### src/rtl/tcp_response_fingerprint_matcher_macros.svh
// ----------------------------------------------------------------------------
// TCP response fingerprint matcher: assertion macros
// Shared property forms for the matcher's concurrent checks.
// ----------------------------------------------------------------------------
`ifndef TCP_RESPONSE_FINGERPRINT_MATCHER_MACROS_SVH
`define TCP_RESPONSE_FINGERPRINT_MATCHER_MACROS_SVH

// Same-cycle implication, ignored while reset is high.
`define TRFM_ASSERT_NOW(label, clk, rst, ante, cons, msg) \
  label: assert property (@(posedge clk) disable iff (rst) (ante) |-> (cons)) \
    else $error(msg);

// Condition that must hold on the edge after any reset cycle.
`define TRFM_ASSERT_AFTER_RESET(label, clk, rst, cons, msg) \
  label: assert property (@(posedge clk) (rst) |=> (cons)) else $error(msg);

`endif

### src/rtl/trfm_pkg.sv
// ----------------------------------------------------------------------------
// TCP response fingerprint matcher package
// Item, result, command and configuration types with fixed constants.
// ----------------------------------------------------------------------------
package trfm_pkg;

  localparam int PORT_W      = 16;
  localparam int SEQ_W       = 32;
  localparam int WIN_W       = 16;
  localparam int FLAG_W      = 8;
  localparam int SLOT_W      = 4;
  localparam int COUNT_W     = 8;
  localparam int SIG_NUM_W   = 10;
  localparam int ACK_CODE_W  = 11;
  localparam int CFG_INDEX_W = 2;
  localparam int CFG_DATA_W  = 32;

  localparam int ACK_BASE   = 1000;
  localparam int ACK_RANDOM = ACK_BASE + 666;

  localparam int CMD_QUEUE_DEPTH    = 2;
  localparam int RESULT_QUEUE_DEPTH = 2;

  localparam logic [PORT_W-1:0] BASE_PORT_RESET   = 16'd4000;
  localparam logic [PORT_W-1:0] TARGET_PORT_RESET = 16'd80;

  typedef enum logic [2:0] {
    KIND_CLEAR  = 3'd0,
    KIND_REPLY  = 3'd1,
    KIND_HEADER = 3'd2,
    KIND_ENTRY  = 3'd3,
    KIND_BLANK  = 3'd4,
    KIND_BAD    = 3'd5,
    KIND_END    = 3'd6
  } kind_t;

  typedef enum logic [1:0] {
    VERDICT_IDENTIFIED = 2'd0,
    VERDICT_INACCURATE = 2'd1,
    VERDICT_UNKNOWN    = 2'd2
  } verdict_t;

  typedef enum logic [CFG_INDEX_W-1:0] {
    CFG_BASE_PORT   = 2'd0,
    CFG_TARGET_PORT = 2'd1,
    CFG_INIT_SEQ    = 2'd2
  } cfg_index_t;

  typedef struct packed {
    logic [2:0]        kind;
    logic [PORT_W-1:0] src_port;
    logic [PORT_W-1:0] dst_port;
    logic [SEQ_W-1:0]  seq_number;
    logic [SEQ_W-1:0]  ack_number;
    logic [WIN_W-1:0]  window;
    logic [FLAG_W-1:0] tcp_flags;
    logic [PORT_W-1:0] urgent;
    logic [SLOT_W-1:0] slot;
    logic              name_inaccurate;
  } in_item_t;

  typedef struct packed {
    logic [1:0]           verdict;
    logic [SIG_NUM_W-1:0] signature_number;
  } result_t;

  typedef struct packed {
    logic [PORT_W-1:0] base_port;
    logic [PORT_W-1:0] target_port;
    logic [SEQ_W-1:0]  initial_sequence;
  } cfg_t;

  // Classified item: reply fields already reduced to what a slot record holds,
  // entry fields reduced to legality flags plus the narrow compare values.
  typedef struct packed {
    kind_t                 op;
    logic [SLOT_W-1:0]     slot;
    logic                  slot_ok;
    logic                  seq_bit;
    logic                  seq_legal;
    logic [ACK_CODE_W-1:0] ack_code;
    logic                  ack_exact;
    logic                  ack_legal;
    logic [WIN_W-1:0]      window;
    logic [FLAG_W-1:0]     flags;
    logic                  urgent_bit;
    logic                  inaccurate;
  } cmd_t;

endpackage

### src/rtl/trfm_queue.sv
// ----------------------------------------------------------------------------
// TCP response fingerprint matcher: small queue
// Register-based first-in first-out buffer for commands and results.
// ----------------------------------------------------------------------------
module trfm_queue #(
  parameter type item_t = logic,
  parameter int  DEPTH  = 2
) (
  input  logic  clk,
  input  logic  rst,
  input  logic  wr_en,
  input  item_t wdata,
  output logic  full,
  input  logic  rd_en,
  output item_t rdata,
  output logic  empty
);

  localparam int AW = (DEPTH > 1) ? $clog2(DEPTH) : 1;
  localparam int CW = $clog2(DEPTH + 1);

  item_t          mem [DEPTH];
  logic [AW-1:0]  wr_ptr;
  logic [AW-1:0]  rd_ptr;
  logic [CW-1:0]  count;
  logic           do_wr;
  logic           do_rd;

  assign full  = (count == CW'(DEPTH));
  assign empty = (count == '0);
  assign do_wr = wr_en && !full;
  assign do_rd = rd_en && !empty;
  assign rdata = mem[rd_ptr];

  always_ff @(posedge clk) begin
    if (do_wr) begin
      mem[wr_ptr] <= wdata;
    end
  end

  always_ff @(posedge clk) begin
    if (rst) begin
      wr_ptr <= '0;
      rd_ptr <= '0;
      count  <= '0;
    end else begin
      if (do_wr) begin
        wr_ptr <= (wr_ptr == AW'(DEPTH - 1)) ? '0 : wr_ptr + AW'(1);
      end
      if (do_rd) begin
        rd_ptr <= (rd_ptr == AW'(DEPTH - 1)) ? '0 : rd_ptr + AW'(1);
      end
      if (do_wr && !do_rd) begin
        count <= count + CW'(1);
      end else if (do_rd && !do_wr) begin
        count <= count - CW'(1);
      end
    end
  end

endmodule

### src/rtl/trfm_front.sv
// ----------------------------------------------------------------------------
// TCP response fingerprint matcher: front end
// Classify each request, map replies to slots, reduce acks to codes.
// ----------------------------------------------------------------------------
module trfm_front #(
  parameter int PROBE_SLOTS = 7
) (
  input  trfm_pkg::in_item_t item,
  input  trfm_pkg::cfg_t     cfg,
  output trfm_pkg::cmd_t     cmd,
  output logic               keep
);

  import trfm_pkg::*;

  logic [PORT_W:0]       port_diff;
  logic                  reply_in_range;
  logic                  reply_from_target;
  logic [SEQ_W-1:0]      ack_sum;
  logic [ACK_CODE_W-1:0] reply_code;
  logic                  is_reply;
  logic                  ack_ge_base;

  assign is_reply = (item.kind == KIND_REPLY);

  // Slot number is dst - base; negative differences fall out through the borrow.
  assign port_diff         = {1'b0, item.dst_port} - {1'b0, cfg.base_port};
  assign reply_in_range    = !port_diff[PORT_W] &&
                             (port_diff[PORT_W-1:0] < PORT_W'(PROBE_SLOTS));
  assign reply_from_target = (item.src_port == cfg.target_port);

  // Ack code: zero ack stays zero, otherwise offset and saturate at random.
  assign ack_sum     = item.ack_number - cfg.initial_sequence + SEQ_W'(ACK_BASE);
  assign reply_code  = (item.ack_number == '0) ? '0 :
                       (ack_sum > SEQ_W'(ACK_RANDOM)) ? ACK_CODE_W'(ACK_RANDOM) :
                       ack_sum[ACK_CODE_W-1:0];
  assign ack_ge_base = (item.ack_number >= SEQ_W'(ACK_BASE));

  always_comb begin
    cmd            = '0;
    cmd.op         = kind_t'(item.kind);
    cmd.window     = item.window;
    cmd.flags      = item.tcp_flags;
    cmd.urgent_bit = (item.urgent != '0);
    cmd.inaccurate = item.name_inaccurate;
    if (is_reply) begin
      cmd.slot      = port_diff[SLOT_W-1:0];
      cmd.slot_ok   = reply_in_range;
      cmd.seq_bit   = (item.seq_number != '0);
      cmd.seq_legal = 1'b1;
      cmd.ack_code  = reply_code;
      cmd.ack_exact = 1'b1;
      cmd.ack_legal = 1'b1;
    end else begin
      cmd.slot      = item.slot;
      cmd.slot_ok   = ({1'b0, item.slot} < (SLOT_W + 1)'(PROBE_SLOTS));
      cmd.seq_bit   = item.seq_number[0];
      cmd.seq_legal = (item.seq_number[SEQ_W-1:1] == '0);
      cmd.ack_code  = item.ack_number[ACK_CODE_W-1:0];
      cmd.ack_exact = ack_ge_base;
      // Exact codes above the code width can never equal a stored code.
      cmd.ack_legal = ack_ge_base ? (item.ack_number[SEQ_W-1:ACK_CODE_W] == '0)
                                  : (item.ack_number[SEQ_W-1:1] == '0);
    end
  end

  // Drop the unused kind code, and replies not from the target port or outside the slots.
  always_comb begin
    case (item.kind)
      KIND_REPLY:  keep = reply_from_target && reply_in_range;
      KIND_CLEAR,
      KIND_HEADER,
      KIND_ENTRY,
      KIND_BLANK,
      KIND_BAD,
      KIND_END:    keep = 1'b1;
      default:     keep = 1'b0;
    endcase
  end

endmodule

### src/rtl/trfm_back.sv
// ----------------------------------------------------------------------------
// TCP response fingerprint matcher: back end
// Slot records and signature match state; issue verdicts.
// ----------------------------------------------------------------------------
module trfm_back #(
  parameter int PROBE_SLOTS = 7
) (
  input  logic               clk,
  input  logic               rst,
  input  logic               cmd_empty,
  input  trfm_pkg::cmd_t     cmd,
  output logic               cmd_pop,
  input  logic               out_full,
  output logic               res_push,
  output trfm_pkg::result_t  res
);

  import trfm_pkg::*;

  localparam int IDX_W = (PROBE_SLOTS > 1) ? $clog2(PROBE_SLOTS) : 1;

  logic [PROBE_SLOTS-1:0] slot_valid;
  logic [PROBE_SLOTS-1:0] slot_valid_next;
  logic                   slot_seq_nonzero [PROBE_SLOTS];
  logic [ACK_CODE_W-1:0]  slot_ack_code    [PROBE_SLOTS];
  logic [WIN_W-1:0]       slot_window      [PROBE_SLOTS];
  logic [FLAG_W-1:0]      slot_flags       [PROBE_SLOTS];
  logic                   slot_urgent      [PROBE_SLOTS];

  logic                 sig_active, sig_active_next;
  logic [COUNT_W-1:0]   entries_matched, entries_matched_next;
  logic [COUNT_W-1:0]   entries_seen, entries_seen_next;
  logic                 header_inaccurate, header_inaccurate_next;
  logic [SIG_NUM_W-1:0] header_count, header_count_next;
  logic                 verdict_given, verdict_given_next;

  logic [IDX_W-1:0] idx;
  logic             rec_write;
  logic             ack_ok;
  logic             win_ok;
  logic             seq_ok;
  logic             rec_match;
  logic             entry_hit;

  // Stall the whole back end while the result queue has no room.
  assign cmd_pop = !cmd_empty && !out_full;
  assign idx     = cmd.slot[IDX_W-1:0];

  assign ack_ok    = cmd.ack_legal &&
                     (cmd.ack_exact ? (cmd.ack_code == slot_ack_code[idx])
                                    : (cmd.ack_code[0] == (slot_ack_code[idx] != '0)));
  assign win_ok    = (cmd.window == slot_window[idx]) ||
                     ((cmd.window == WIN_W'(1)) && (slot_window[idx] != '0));
  assign seq_ok    = cmd.seq_legal && (cmd.seq_bit == slot_seq_nonzero[idx]);
  assign rec_match = ack_ok && seq_ok && win_ok &&
                     (cmd.flags == slot_flags[idx]) &&
                     (cmd.urgent_bit == slot_urgent[idx]);
  // A slot with no reply matches only an entry expecting no flags.
  assign entry_hit = cmd.slot_ok &&
                     (slot_valid[idx] ? rec_match : (cmd.flags == '0));

  always_comb begin
    slot_valid_next        = slot_valid;
    sig_active_next        = sig_active;
    entries_matched_next   = entries_matched;
    entries_seen_next      = entries_seen;
    header_inaccurate_next = header_inaccurate;
    header_count_next      = header_count;
    verdict_given_next     = verdict_given;
    rec_write              = 1'b0;
    res_push               = 1'b0;
    res                    = '0;
    if (cmd_pop) begin
      case (cmd.op)
        KIND_CLEAR: begin
          slot_valid_next        = '0;
          sig_active_next        = 1'b0;
          entries_matched_next   = '0;
          entries_seen_next      = '0;
          header_inaccurate_next = 1'b0;
          header_count_next      = '0;
          verdict_given_next     = 1'b0;
        end
        KIND_REPLY: begin
          // First reply per slot wins.
          if (cmd.slot_ok && !slot_valid[idx]) begin
            slot_valid_next[idx] = 1'b1;
            rec_write            = 1'b1;
          end
        end
        default: begin
          if (!verdict_given) begin
            case (cmd.op)
              KIND_HEADER: begin
                header_count_next      = header_count + SIG_NUM_W'(1);
                header_inaccurate_next = cmd.inaccurate;
                sig_active_next        = 1'b1;
                entries_matched_next   = '0;
                entries_seen_next      = '0;
              end
              KIND_ENTRY: begin
                entries_seen_next = entries_seen + COUNT_W'(1);
                if (entry_hit) begin
                  entries_matched_next = entries_matched + COUNT_W'(1);
                end else begin
                  entries_matched_next = '0;
                  sig_active_next      = 1'b0;
                end
              end
              KIND_BLANK: begin
                if (sig_active && (entries_matched == entries_seen)) begin
                  verdict_given_next   = 1'b1;
                  res_push             = 1'b1;
                  res.verdict          = header_inaccurate ? VERDICT_INACCURATE
                                                           : VERDICT_IDENTIFIED;
                  res.signature_number = header_count;
                end else begin
                  sig_active_next      = 1'b0;
                  entries_matched_next = '0;
                  entries_seen_next    = '0;
                end
              end
              KIND_BAD: begin
                sig_active_next      = 1'b0;
                entries_matched_next = '0;
                entries_seen_next    = '0;
              end
              KIND_END: begin
                verdict_given_next   = 1'b1;
                res_push             = 1'b1;
                res.verdict          = VERDICT_UNKNOWN;
                res.signature_number = header_count;
              end
              default: begin
              end
            endcase
          end
        end
      endcase
    end
  end

  always_ff @(posedge clk) begin
    if (rec_write) begin
      slot_seq_nonzero[idx] <= cmd.seq_bit;
      slot_ack_code[idx]    <= cmd.ack_code;
      slot_window[idx]      <= cmd.window;
      slot_flags[idx]       <= cmd.flags;
      slot_urgent[idx]      <= cmd.urgent_bit;
    end
  end

  always_ff @(posedge clk) begin
    if (rst) begin
      slot_valid        <= '0;
      sig_active        <= 1'b0;
      entries_matched   <= '0;
      entries_seen      <= '0;
      header_inaccurate <= 1'b0;
      header_count      <= '0;
      verdict_given     <= 1'b0;
    end else begin
      slot_valid        <= slot_valid_next;
      sig_active        <= sig_active_next;
      entries_matched   <= entries_matched_next;
      entries_seen      <= entries_seen_next;
      header_inaccurate <= header_inaccurate_next;
      header_count      <= header_count_next;
      verdict_given     <= verdict_given_next;
    end
  end

endmodule

### src/rtl/tcp_response_fingerprint_matcher.sv
// ----------------------------------------------------------------------------
// TCP response fingerprint matcher
// Stores probe replies per slot and matches a signature stream against them.
// ----------------------------------------------------------------------------
// Usage:
//   Requests enter through a queue-style port: a request is taken on a clock
//   edge with push high and full low. Results leave through a queue-style
//   port: the oldest result sits on result while empty is low and is removed
//   on an edge with pop high. At most one result follows any request.
//   Configuration (base port, target port, initial sequence) is written on
//   the cfg channel, which is always ready; index 3 is accepted and dropped.
//   Write configuration only while no request is in flight.
// Timing:
//   One request per cycle, sustained while full is low. A result shows on the
//   result port once its request has passed through the command queue and
//   the back end's state update has written it into the result queue.
// Stalls:
//   When result is not popped the result queue fills, the back end holds and
//   the command queue fills behind it; full then rises. Two results and two
//   commands can be buffered.
// Reset:
//   rst clears both queues, all slot valid bits and the match state, and
//   loads base port 4000, target port 80 and initial sequence 0.
// ----------------------------------------------------------------------------
`include "tcp_response_fingerprint_matcher_macros.svh"

module tcp_response_fingerprint_matcher #(
  parameter int PROBE_SLOTS = 7
) (
  input  logic                                    clk,
  input  logic                                    rst,
  input  logic                                    push,
  output logic                                    full,
  input  trfm_pkg::in_item_t                      item,
  output logic                                    empty,
  input  logic                                    pop,
  output trfm_pkg::result_t                       result,
  input  logic                                    cfg_valid,
  output logic                                    cfg_ready,
  input  logic [trfm_pkg::CFG_INDEX_W-1:0]        cfg_index,
  input  logic [trfm_pkg::CFG_DATA_W-1:0]         cfg_data
);

  import trfm_pkg::*;

  cfg_t    cfg;
  cmd_t    front_cmd;
  cmd_t    back_cmd;
  logic    front_keep;
  logic    cmd_push;
  logic    cmd_full;
  logic    cmd_empty;
  logic    cmd_pop;
  logic    res_push;
  result_t res;
  logic    out_full;

  // Configuration registers; the channel never stalls.
  assign cfg_ready = 1'b1;

  always_ff @(posedge clk) begin
    if (rst) begin
      cfg.base_port        <= BASE_PORT_RESET;
      cfg.target_port      <= TARGET_PORT_RESET;
      cfg.initial_sequence <= '0;
    end else if (cfg_valid && cfg_ready) begin
      case (cfg_index)
        CFG_BASE_PORT:   cfg.base_port        <= cfg_data[PORT_W-1:0];
        CFG_TARGET_PORT: cfg.target_port      <= cfg_data[PORT_W-1:0];
        CFG_INIT_SEQ:    cfg.initial_sequence <= cfg_data[SEQ_W-1:0];
        default: begin
        end
      endcase
    end
  end

  // Front end: classify the request; dropped requests never reach the queue.
  trfm_front #(
    .PROBE_SLOTS (PROBE_SLOTS)
  ) u_front (
    .item (item),
    .cfg  (cfg),
    .cmd  (front_cmd),
    .keep (front_keep)
  );

  assign full     = cmd_full;
  assign cmd_push = push && !cmd_full && front_keep;

  // Decouple classification from the state update.
  trfm_queue #(
    .item_t (cmd_t),
    .DEPTH  (CMD_QUEUE_DEPTH)
  ) u_cmd_queue (
    .clk   (clk),
    .rst   (rst),
    .wr_en (cmd_push),
    .wdata (front_cmd),
    .full  (cmd_full),
    .rd_en (cmd_pop),
    .rdata (back_cmd),
    .empty (cmd_empty)
  );

  // Back end: slot records, signature counters and verdicts.
  trfm_back #(
    .PROBE_SLOTS (PROBE_SLOTS)
  ) u_back (
    .clk       (clk),
    .rst       (rst),
    .cmd_empty (cmd_empty),
    .cmd       (back_cmd),
    .cmd_pop   (cmd_pop),
    .out_full  (out_full),
    .res_push  (res_push),
    .res       (res)
  );

  // Result buffer; lets the back end run while the receiver holds off pop.
  trfm_queue #(
    .item_t (result_t),
    .DEPTH  (RESULT_QUEUE_DEPTH)
  ) u_result_queue (
    .clk   (clk),
    .rst   (rst),
    .wr_en (res_push),
    .wdata (res),
    .full  (out_full),
    .rd_en (pop),
    .rdata (result),
    .empty (empty)
  );

  `TRFM_ASSERT_AFTER_RESET(a_reset_drains, clk, rst, empty && !full, "queues not empty after reset")
  `TRFM_ASSERT_NOW(a_result_room, clk, rst, res_push, !out_full, "result pushed into a full queue")
  `TRFM_ASSERT_NOW(a_result_has_cmd, clk, rst, res_push, cmd_pop, "result without a command")
  `TRFM_ASSERT_NOW(a_cmd_from_request, clk, rst, cmd_push, push && !full, "command without a request")

endmodule

### config.mk
export PLATFORM = sky130hd
export DESIGN_NAME = tcp_response_fingerprint_matcher
export DESIGN_NICKNAME = d
export VERILOG_FILES = /design/src/rtl/trfm_pkg.sv /design/src/rtl/trfm_queue.sv /design/src/rtl/trfm_front.sv /design/src/rtl/trfm_back.sv /design/src/rtl/tcp_response_fingerprint_matcher.sv
export VERILOG_INCLUDE_DIRS = /design/src /design/src/rtl
export SDC_FILE = /design/constraint.sdc
export NUM_CORES = 1
export LEC_CHECK = 0
export BUFFER_PORTS_ARGS = -buffer_cell sky130_fd_sc_hd__buf_2
export CAP_MARGIN = 20
export CORE_MARGIN = 2
export CORE_UTILIZATION = 65
export DETAILED_ROUTE_END_ITERATION = 12
export PLACE_DENSITY_LB_ADDON = 0.2
export REMOVE_ABC_BUFFERS = 1
export SLEW_MARGIN = 10
export SYNTH_ARGS = -nofsm -noshare
export SYNTH_HDL_FRONTEND = slang
export SYNTH_SLANG_ARGS = --single-unit
### constraint.sdc
create_clock -name clk -period 9.45 [get_ports clk]
set_input_delay 0.4725 -clock clk [delete_from_list [all_inputs] [get_ports clk]]
set_output_delay 0.4725 -clock clk [all_outputs]
set_load 0.02 [all_outputs]
## Yosys cells after proc, flatten, opt, wreduce, memory -nomap -nowiden

Memories as Yosys holds them, arrays and structs flattened. A register that Yosys moved wholly into a read port is not among the register bits.
Index checks and enable logic that the tools add are counted.

| cells by class | value |
|---|---|
| add/sub/neg operators | 14 |
| bitwise gates (word level) | 2 |
| reductions and logical operators | 66 |
| multiplexer cells | 66 |
| eq/ne operators | 29 |
| $lt $le $gt $ge | 6 |

Operators with widths:

| cell | count |
|---|---|
| 31-bit logical NOT | 2 |
| 12-bit 2-to-1 mux | 4 |
| 8-bit one-hot mux with 3 select lines | 2 |
| 1-bit 2-to-1 mux | 33 |
| 32-bit by 10-bit adder with 32-bit output (second input constant) | 1 |
| 16-bit == test | 2 |
| 32-bit by 10-bit greater-or-equal comparator with 1-bit output (second input constant) | 1 |
| 32-bit by 11-bit > comparator with 1-bit output (second input constant) | 1 |
| 32-bit logical NOT | 1 |
| 8-bit 2-to-1 mux | 4 |
| 8-bit one-hot mux with 2 select lines | 2 |
| 16-bit nonzero test | 2 |
| 32-bit nonzero test | 1 |
| 32-bit subtractor | 1 |
| 1-bit logical AND | 24 |
| 12-bit one-hot mux with 2 select lines | 1 |
| 11-bit 2-to-1 mux | 2 |
| 21-bit logical NOT | 1 |
| 10-bit 2-to-1 mux | 2 |
| 20-bit 2-to-1 mux | 1 |
| 10-bit one-hot mux with 2 select lines | 1 |
| 3-bit == test (second input constant) | 6 |
| 16-bit by 16-bit subtractor with 17-bit output | 1 |
| 8-bit by 1-bit adder with 8-bit output (second input constant) | 2 |
| 44 further kinds | 85 |

| word-level totals | value |
|---|---|
| bits of input ports | 183 |
| memories | 7 |
| flip-flop bits (word level) | 108 |
| logic and storage cells | 206 |
| output and inout bits | 15 |
| bits in writable memories | 381 |

Memory list:

| memory | words | width | rd ports | clocked after Yosys merged registers in | write ports | line | text |
|---|---|---|---|---|---|---|---|
| u_back.slot_window | 7 | 16 | 1 | 0 | 1 | trfm_back.sv:26 | `logic [WIN_W-1:0] slot_window [PROBE_SLOTS];` |
| u_cmd_queue.mem | 2 | 49 | 1 | 1 | 1 | trfm_queue.sv:22 | `item_t mem [DEPTH];` |
| u_back.slot_ack_code | 7 | 11 | 1 | 0 | 1 | trfm_back.sv:25 | `logic [ACK_CODE_W-1:0] slot_ack_code [PROBE_SLOTS];` |
| u_back.slot_flags | 7 | 8 | 1 | 0 | 1 | trfm_back.sv:27 | `logic [FLAG_W-1:0] slot_flags [PROBE_SLOTS];` |
| u_result_queue.mem | 2 | 12 | 1 | 1 | 1 | trfm_queue.sv:22 |  |
| u_back.slot_seq_nonzero | 7 | 1 | 1 | 0 | 1 | trfm_back.sv:24 | `logic slot_seq_nonzero [PROBE_SLOTS];` |
| 1 more memories | n/a | n/a | n/a | n/a | n/a | n/a |  |

## Longest topological paths before layout

Gate-level depths: netlist of the first run.
An unclocked memory read counts as a cell.

| depth | value |
|---|---|
| word-level depth | 15 |
| mapped depth | 17 |
| depth with buffers taken out | 17 |

## Modules after synthesis

Synthesis of the first run repeated with hierarchy kept, for this count alone.

| second synthesis, totals | value |
|---|---|
| cell total of the unflattened synthesis | 1985 |
| area, all modules | 24293.3 µm² |

By module, submodules not included:

| module | area an instance (µm²) | cells each | seq. area each (µm²) | times used |
|---|---|---|---|---|
| trfm_back | 12529.5 | 870 | 8498.2 | 1 |
| trfm_front | 4246.6 | 617 | 0.0 | 1 |
| trfm_queue (u_cmd_queue) | 3746.1 | 177 | 3042.9 | 1 |
| tcp_response_fingerprint_matcher | 2692.6 | 259 | 1281.2 | 1 |
| trfm_queue (u_result_queue) | 1078.5 | 62 | 820.8 | 1 |

## Least setup slack after synthesis of the first run

OpenSTA, ideal clock, no wires.

| timing path | value |
|---|---|
| kind | input port to flip-flop |
| start point | input port item[109] in the netlist's numbering |
| end point | memory u_cmd_queue.mem[0][0] in the netlist's numbering, enable pin |
| slack | 2.853 ns |
| required time | 8.937 ns |
| setup time | 0.513 ns |
| arrival time | 6.084 ns |
| path buffers | 0 |
| stages on the path | 12 |
| path through | inv_1 > ha_1 > fa_1 > xor2_1 > nor3_1 > a2111o_1 > a2111oi_0 > nand4_1 > a211oi_1 > o2111ai_1 > o221a_2 > nor3_1 |

| between the ends | value |
|---|---|
| cells in the longest elaborated chain, start to end | 9 |
| elaborated cells on any way between the ends | 10 |
| classes of those cells | add/sub (1); order compare (1); mux (3); reduce/logical (5) |

Ends and longest elaborated chain:

| what | line | text |
|---|---|---|
| start: declaration | tcp_response_fingerprint_matcher.sv:34 | `input trfm_pkg::in_item_t item,` |
| 16-bit by 16-bit subtractor with 17-bit output (*) | trfm_front.sv:27 | `assign port_diff = {1'b0, item.dst_port} - {1'b0, cfg.base_port};` |
| 16-bit by 3-bit < comparator with 1-bit output or 1-bit logical NOT (tied branches) | trfm_front.sv:29, trfm_front.sv:28 |  |
| 1-bit logical AND (*) | trfm_front.sv:28 | `assign reply_in_range = !port_diff[PORT_W] &&` |
| 1-bit logical AND (*) | trfm_front.sv:70 | `KIND_REPLY: keep = reply_from_target && reply_in_range;` |
| 1-bit one-hot mux with 2 select lines (*) | trfm_front.sv:69 | `case (item.kind)` |
| 1-bit logical AND (*) | tcp_response_fingerprint_matcher.sv:88 | `assign cmd_push = push && !cmd_full && front_keep;` |
| 1-bit logical AND (*) | trfm_queue.sv:31 | `assign do_wr = wr_en && !full;` |
| 1-bit 2-to-1 mux (*) | trfm_queue.sv:36 | `if (do_wr) begin` |
| 1-bit 2-to-1 mux (not written as such) (*) | trfm_queue.sv:37 | `mem[wr_ptr] <= wdata;` |
| end: declaration | trfm_queue.sv:22 |  |

Every way passes the cells marked *; elsewhere a longest branch is shown, timed or not.

==> impl_metrics.env, run 1 <==
export IMPL_synth_edf_count=379
export IMPL_cts_repair_resized=0
export IMPL_drt_iter0_markers=1645
export IMPL_diodes=0
export IMPL_die_area_um2=37700
export IMPL_overflow=0
export IMPL_clk_pin_slew_ns=0.06
export IMPL_holdPathStages=1
export IMPL_rows=69
export IMPL_htree_levels=2
export IMPL_clockBufferDepth=3
export IMPL_crit_type="reg -> reg"
export IMPL_p_per_area_nw_per_um2=227
export IMPL_num_io_pins=198
export IMPL_drtAntennaViolNets=0
export IMPL_fmax_ghz=0.182
export IMPL_grt_max_degree=71
export IMPL_relSlewSlack_pct=26.0
export IMPL_drv_cap=0
export IMPL_cts_sinks=489
export IMPL_min_from="item[38]"
export IMPL_synthTopCellsByArea="edfxtp_1, dfxtp_1, ha_1"
export IMPL_fin_cells=2723
export IMPL_core_area_um2=35600
export IMPL_arrival_ns=5.75
export IMPL_setup_viol=0
export IMPL_synth_top_cell_area_share_pct=48.4
export IMPL_syn_avg_cell_area_um2=11.6
export IMPL_cts_tree="done"
export IMPL_antenna_found_initial=0
export IMPL_nets=2492
export IMPL_start_kind="register"
export IMPL_skew_ns=0.0235
export IMPL_netlist_instances=2034
export IMPL_cts_setup_buffers=0
export IMPL_start_util_pct=66.1
export IMPL_syn_cell_area_um2=23500
export IMPL_post_route_period_util_pct=58.2
export IMPL_rr_worst_depth=10
export IMPL_post_drt_wl_per_cell_um=21.4
export IMPL_syn_to_final_growth_pct=12.8
export IMPL_vias=17400
export IMPL_crit_required_ns=9.70
export IMPL_min_delay_worst_endpoint="u_cmd_queue.mem[0][19]"
export IMPL_port_buffers=196
export IMPL_drtPass1Iterations=9
export IMPL_worst_setup_path_end_kind="register"
export IMPL_outcome="completed"
export IMPL_r2r_setup_slack_ns=3.95
export IMPL_p_leak_nw=9.71
export IMPL_rsz0062_at_grt="false"
export IMPL_postCtsHoldBufs=0
export IMPL_power_mw=6.03
export IMPL_routabilityCongestion=0.929
export IMPL_drc=0
export IMPL_chipWidth_um=194
export IMPL_slew_viol_final=0
export IMPL_ir_worst_vdd_mv=0.161
export IMPL_drive_gt1_share_pct=16.8
export IMPL_hold_class="in -> reg"
export IMPL_synth_seq_area_share_pct=57.8
export IMPL_fin_crit_ns=5.50
export IMPL_grt_first_pass_wirelength_mm=92.2
export IMPL_final_common_cell="edfxtp_1"
export IMPL_path_max_fanout=49
export IMPL_via_per_inst=6.39
export IMPL_hpwl_mm=39.8
export IMPL_worstSkewPairLatency_ns=0.60
export IMPL_clk_root_buffer_cell="clkbuf_16"
export IMPL_fp_dieH_um=194
export IMPL_r2r_end="u_back.slot_ack_code[3][1]"
export IMPL_synth_seq_cells=489
export IMPL_numPlacedInstances=2632
export IMPL_mostFrequentLayoutCells="edfxtp_1, nand2_1, buf_2"
export IMPL_async_flop_share_pct=0
export IMPL_worst_slew_pin_slew_ns=1.10
export IMPL_yosys_warnings=0
export IMPL_grt_pass1_vias=17400
export IMPL_cts_buffers=48
export IMPL_track_usage_pct=30.9
export IMPL_synth_distinct_cells=93
export IMPL_wl_mm=58.3
export IMPL_yosysTopAreaCell="edfxtp_1"
export IMPL_setup_tns_ns=0
export IMPL_finalHoldViolCount=0
export IMPL_synth_main_ff_cell="edfxtp_1"
metrics by stage:
step | util, % | worst slack, ns | area, um^2 | hold WS, ns
6_report | 74.5 | 3.95 | 26500 | 0.0586
2_1_floorplan | - | 2.02 | 23100 | 0.421
5_1_grt | 74.5 | 3.95 | 26500 | 0.0399
3_5_place_dp | 70.1 | 4.26 | 24900 | 0.448
3_3_place_gp | 70.1 | 4.28 | 24900 | 0.443
4_1_cts | 74.4 | 4.17 | 26500 | 0.0371
critical path: stages (launching register included):
cell	delay [ns]
dfxtp_4	0.75
mux2i_4	0.35
buf_4	0.43
nand2_1	0.35
nor2_1	0.18
a31oi_1	0.06
o21ai_0	0.62
nand2_1	0.36
or4_1	0.85
nor2_4	0.66
buf_4	0.47
where the power goes:
| part | internal [mW] | leakage, nW | switching, mW |
|---|---|---|---|
| registers | 2.51 | 4.30 | 0.0807 |
| clock network | 1.08 | 0.758 | 0.807 |
| logic | 0.551 | 4.66 | 1.00 |
| total | 4.14 | 9.71 | 1.89 |
synth_stat cells, types with 10 or more instances:
master,n
buf_2,17
a31oi_1,12
nand4_1,35
nor2b_1,17
nand2b_1,17
xor2_1,46
inv_1,114
dfxtp_1,110
a22o_1,13
clkbuf_1,45
a22oi_1,17
edfxtp_1,379
nand2_1,237
nor4_1,30
o221ai_1,14
mux2i_1,45
nand3_1,48
nor2_1,101
o22ai_1,30
a21o_1,23
o21ai_0,67
o31ai_1,10
ha_1,82
or3_1,14
a21oi_1,126
and3_1,24
and2_1,10
buf_1,12
o211ai_1,12
nor3_1,35
xnor2_1,53
mux2_2,51
worst max-delay path by stage:
stage,startpoint,endpoint,slack [ns],cells after the start
after floorplan,register,u_back.slot_ack_code[6][0],2.02,8
after global placement,register,u_back.slot_window[1][10],4.28,10
after detailed placement,register,u_back.slot_flags[3][0],4.26,10
after CTS,register,u_back.slot_window[5][8],4.17,10
after global routing,register,u_back.slot_window[5][8],3.95,10
final,register,u_back.slot_ack_code[3][1],3.95,10
area by class of cell:
cell class / count / area, um^2
Tap cell: 461 / 577
Clock inverter: 21 / 240
Fill cell: 2373 / 9060
Multi-Input combinational cell: 1348 / 9180
Inverter: 114 / 428
Clock buffer: 66 / 1310
Timing Repair Buffer: 224 / 1200
Sequential cell: 489 / 13600
flip-flops by register name, summed over array words and instances (netlist names), 2 cells and up, named ones only:
register,cells
u_back.slot_urgent,7
u_back.entries_matched,8
u_back.entries_seen,8
u_cmd_queue.count,2
u_back.slot_flags,56
u_result_queue.mem,24
u_back.slot_ack_code,77
u_back.slot_window,112
u_back.slot_seq_nonzero,7
cfg,64
u_back.slot_valid,7
u_result_queue.count,2
u_back.header_count,10
u_cmd_queue.mem,96
kinds of logic after synthesis:
kind of cell | Yosys count | synth area share [%]
simple gates | 621 | 13.0
flops | 489 | 57.8
compound gates | 445 | 13.0
buf+inv | 197 | 3.49
xor+xnor | 99 | 3.69
mux | 98 | 4.51
fa+ha+maj | 84 | 4.53
other cells | 1 | 0.0159
routing by layer:
metal / share of wire, % / GRT usage, % / vias to the layer above
li1: - / - / 8000
met1: 39 / 38.7 / 8355
met2: 49 / 53.1 / 907
met3: 8.8 / 6.78 / 151
met4: 3.2 / 11.3 / 0
met5: 0 / 0 / -
Note: power is estimated with default switching activity, not from simulation.
==> run 2: changes to the inputs <==
- CORE_UTILIZATION: 65 -> 54
- clock period: 9.45 -> 4.4 ns (I/O delays scaled with it)
==> run 2 against run 1 <==
  * Core utilization is 9.0 points lower
  * Combinational power is 130% higher
  * Worst setup slack got worse by 3.7 ns
  * Register-to-register slack worse by 3.7 ns
  * Largest power group unchanged
==> impl_metrics.env, run 2 (same netlist as run 1, synthesis figures left out) <==
export IMPL_outcome="completed"
export IMPL_power_frac_comb_pct=27.0
export IMPL_clk_root_buffer_cell="clkbuf_16"
export IMPL_skew_ns=0.0183
export IMPL_post_route_period_util_pct=94.2
export IMPL_drv_cap=0
export IMPL_nets=2628
export IMPL_p_clk_share_pct=32.0
export IMPL_start_util_pct=54.7
export IMPL_largest_register_ffs=112
export IMPL_endpoint="u_back.entries_matched[5]"
export IMPL_drive_gt1_share_pct=19.5
export IMPL_port_buffers=196
export IMPL_p_per_area_nw_per_um2=478
export IMPL_grt_first_pass_wirelength_mm=97.0
export IMPL_cts_sinks=489
export IMPL_fin_crit_ns=4.15
export IMPL_hold_class="in -> reg"
export IMPL_whs_ns=0.00316
export IMPL_worstSkewPairLatency_ns=0.59
export IMPL_post_drt_wl_per_cell_um=20.7
export IMPL_fmax_ghz=0.241
export IMPL_p_sw_mw=4.12
export IMPL_final_common_cell="edfxtp_1"
export IMPL_cpPeakStageDelay_ns=0.58
export IMPL_drtPass1Iterations=6
export IMPL_grt_pass1_vias=18100
export IMPL_clockBufferDepth=3
export IMPL_antenna_found_initial=0
export IMPL_routabilityCongestion=0.897
export IMPL_fp_dieH_um=213
export IMPL_wl_mm=61.9
export IMPL_crit_required_ns=4.94
export IMPL_setup_tns_ns=0
export IMPL_path_depth=12
export IMPL_relSlewSlack_pct=41.6
export IMPL_drtAntennaViolNets=0
export IMPL_crit_slowest_cell="dfxtp_4"
export IMPL_slew_viol_final=0
export IMPL_worst_slew_pin_slew_ns=0.867
export IMPL_top_register="u_back.slot_window"
export IMPL_crit_type="reg -> reg"
export IMPL_p_seq_share_pct=41.0
export IMPL_drt_iter0_markers=1516
export IMPL_p_int_mw=9.33
export IMPL_r2r_end="u_back.entries_matched[5]"
export IMPL_finalHoldViolCount=0
export IMPL_p_leak_nw=10.4
export IMPL_fin_util_pct=65.5
export IMPL_path_max_fanout=33
export IMPL_ir_worst_vdd_mv=0.316
export IMPL_chipWidth_um=213
export IMPL_drc=0
export IMPL_diodes=0
export IMPL_grt_max_degree=65
export IMPL_die_area_um2=45200
export IMPL_timing_final_ws_setup_ns=0.254
export IMPL_overflow=0
export IMPL_start_kind="register"
export IMPL_rsz0062_at_grt="false"
export IMPL_worst_setup_path_end_kind="register"
export IMPL_clk_pin_slew_ns=0.06
export IMPL_top_regs="u_back.slot_window (112), u_cmd_queue.mem (96), u_back.slot_ack_code (77)"
export IMPL_cp_top_family="simple AND/OR/NAND/NOR gates"
export IMPL_cts_buffers=51
export IMPL_num_io_pins=198
export IMPL_hpwl_mm=43.3
export IMPL_via_per_inst=5.92
export IMPL_arrival_ns=4.68
export IMPL_rows=76
export IMPL_cp_num_buf_inv=1
export IMPL_core_area_um2=43000
export IMPL_track_usage_pct=27.8
export IMPL_cp_common_cell="o31ai_1"
export IMPL_cp_cell_sequence="mux2i_4 -> nor2_2 -> a22o_1 -> o31ai_1 -> nand4b_1 -> or4_4 -> nor4_4 -> o2111ai_4 -> buf_4 -> nor3_1 -> o31ai_1 -> nand2_1"
export IMPL_setup_viol=0
export IMPL_p_sw_share_pct=30.6
export IMPL_vias=17700
export IMPL_r2r_setup_slack_ns=0.25
export IMPL_post_place_ws_ns=-0.234
export IMPL_cts_tree="done"
export IMPL_mostFrequentLayoutCells="edfxtp_1, nand2_1, buf_2"
export IMPL_htree_levels=2
export IMPL_syn_to_final_growth_pct=19.7
export IMPL_rr_worst_depth=12
==> run 2: metal layers <==
layer	wire length (um)	global-route usage (%)	up-vias	share of wire, %
li1	-	-	8270	-
met1	25100	35.0	8638	40
met2	30800	48.4	628	50
met3	3820	4.59	137	6.2
met4	2170	9.98	0	3.5
met5	0	0	-	0
==> run 2: repair_timing <==
action / in CTS / in global routing
pin swaps: 1 / 3
hold endpoints to repair: 126 / 0
hold buffers: 65 / 0
buffers inserted: 1 / 0
resized for setup: 2 / 23
endpoints found under the setup margin: 20 / 128
==> run 2: power by group through the flow <==
stage | Clock, mW | Sequential, mW | Combinational (mW)
after floorplan | 0 | 5.64 | 2.16
after global placement | 0 | 5.60 | 3.44
after detailed placement | 0 | 5.62 | 3.51
after CTS | 4.37 | 5.52 | 3.58
after global routing | 4.54 | 5.54 | 3.92
final | 4.30 | 5.52 | 3.63
==> run 2: worst min path at each step <==
stage                                        end  startpoint  slack [ns]  depth (start not counted)
after floorplan                           cfg[0]         rst        0.29                          1
after global placement     u_cmd_queue.mem[0][5]    item[24]        0.41                          1
after detailed placement   u_cmd_queue.mem[0][5]    item[24]        0.41                          1
after CTS                 u_cmd_queue.mem[0][32]    item[49]        0.01                          3
after global routing      u_cmd_queue.mem[1][28]    item[45]      0.0008                          3
final                     u_cmd_queue.mem[0][32]    item[49]       0.003                          3
==> run 2: per-stage QoR <==
step | instance area [um^2] | cells | power [mW]
2_1_floorplan | 23100 | 1951 | 7.80
3_3_place_gp | 25800 | 2825 | 9.05
3_5_place_dp | 25800 | 2825 | 9.13
4_1_cts | 28100 | 2983 | 13.5
5_1_grt | 28200 | 2985 | 14.0
6_report | 28200 | 2985 | 13.4
==> run 2: area by class of cell <==
class | instances | area (um^2)
Fill cell | 3365 | 14800
Sequential cell | 489 | 13600
Multi-Input combinational cell | 1348 | 9250
Timing Repair Buffer | 357 | 2510
Clock buffer | 66 | 1330
Tap cell | 585 | 732
Inverter | 114 | 428
Clock inverter | 26 | 317
==> run 2: tightest hold or removal path, stage by stage <==
cell and delay (ns):
buf_2 0.12, nand2_1 0.07, o21ai_2 0.06
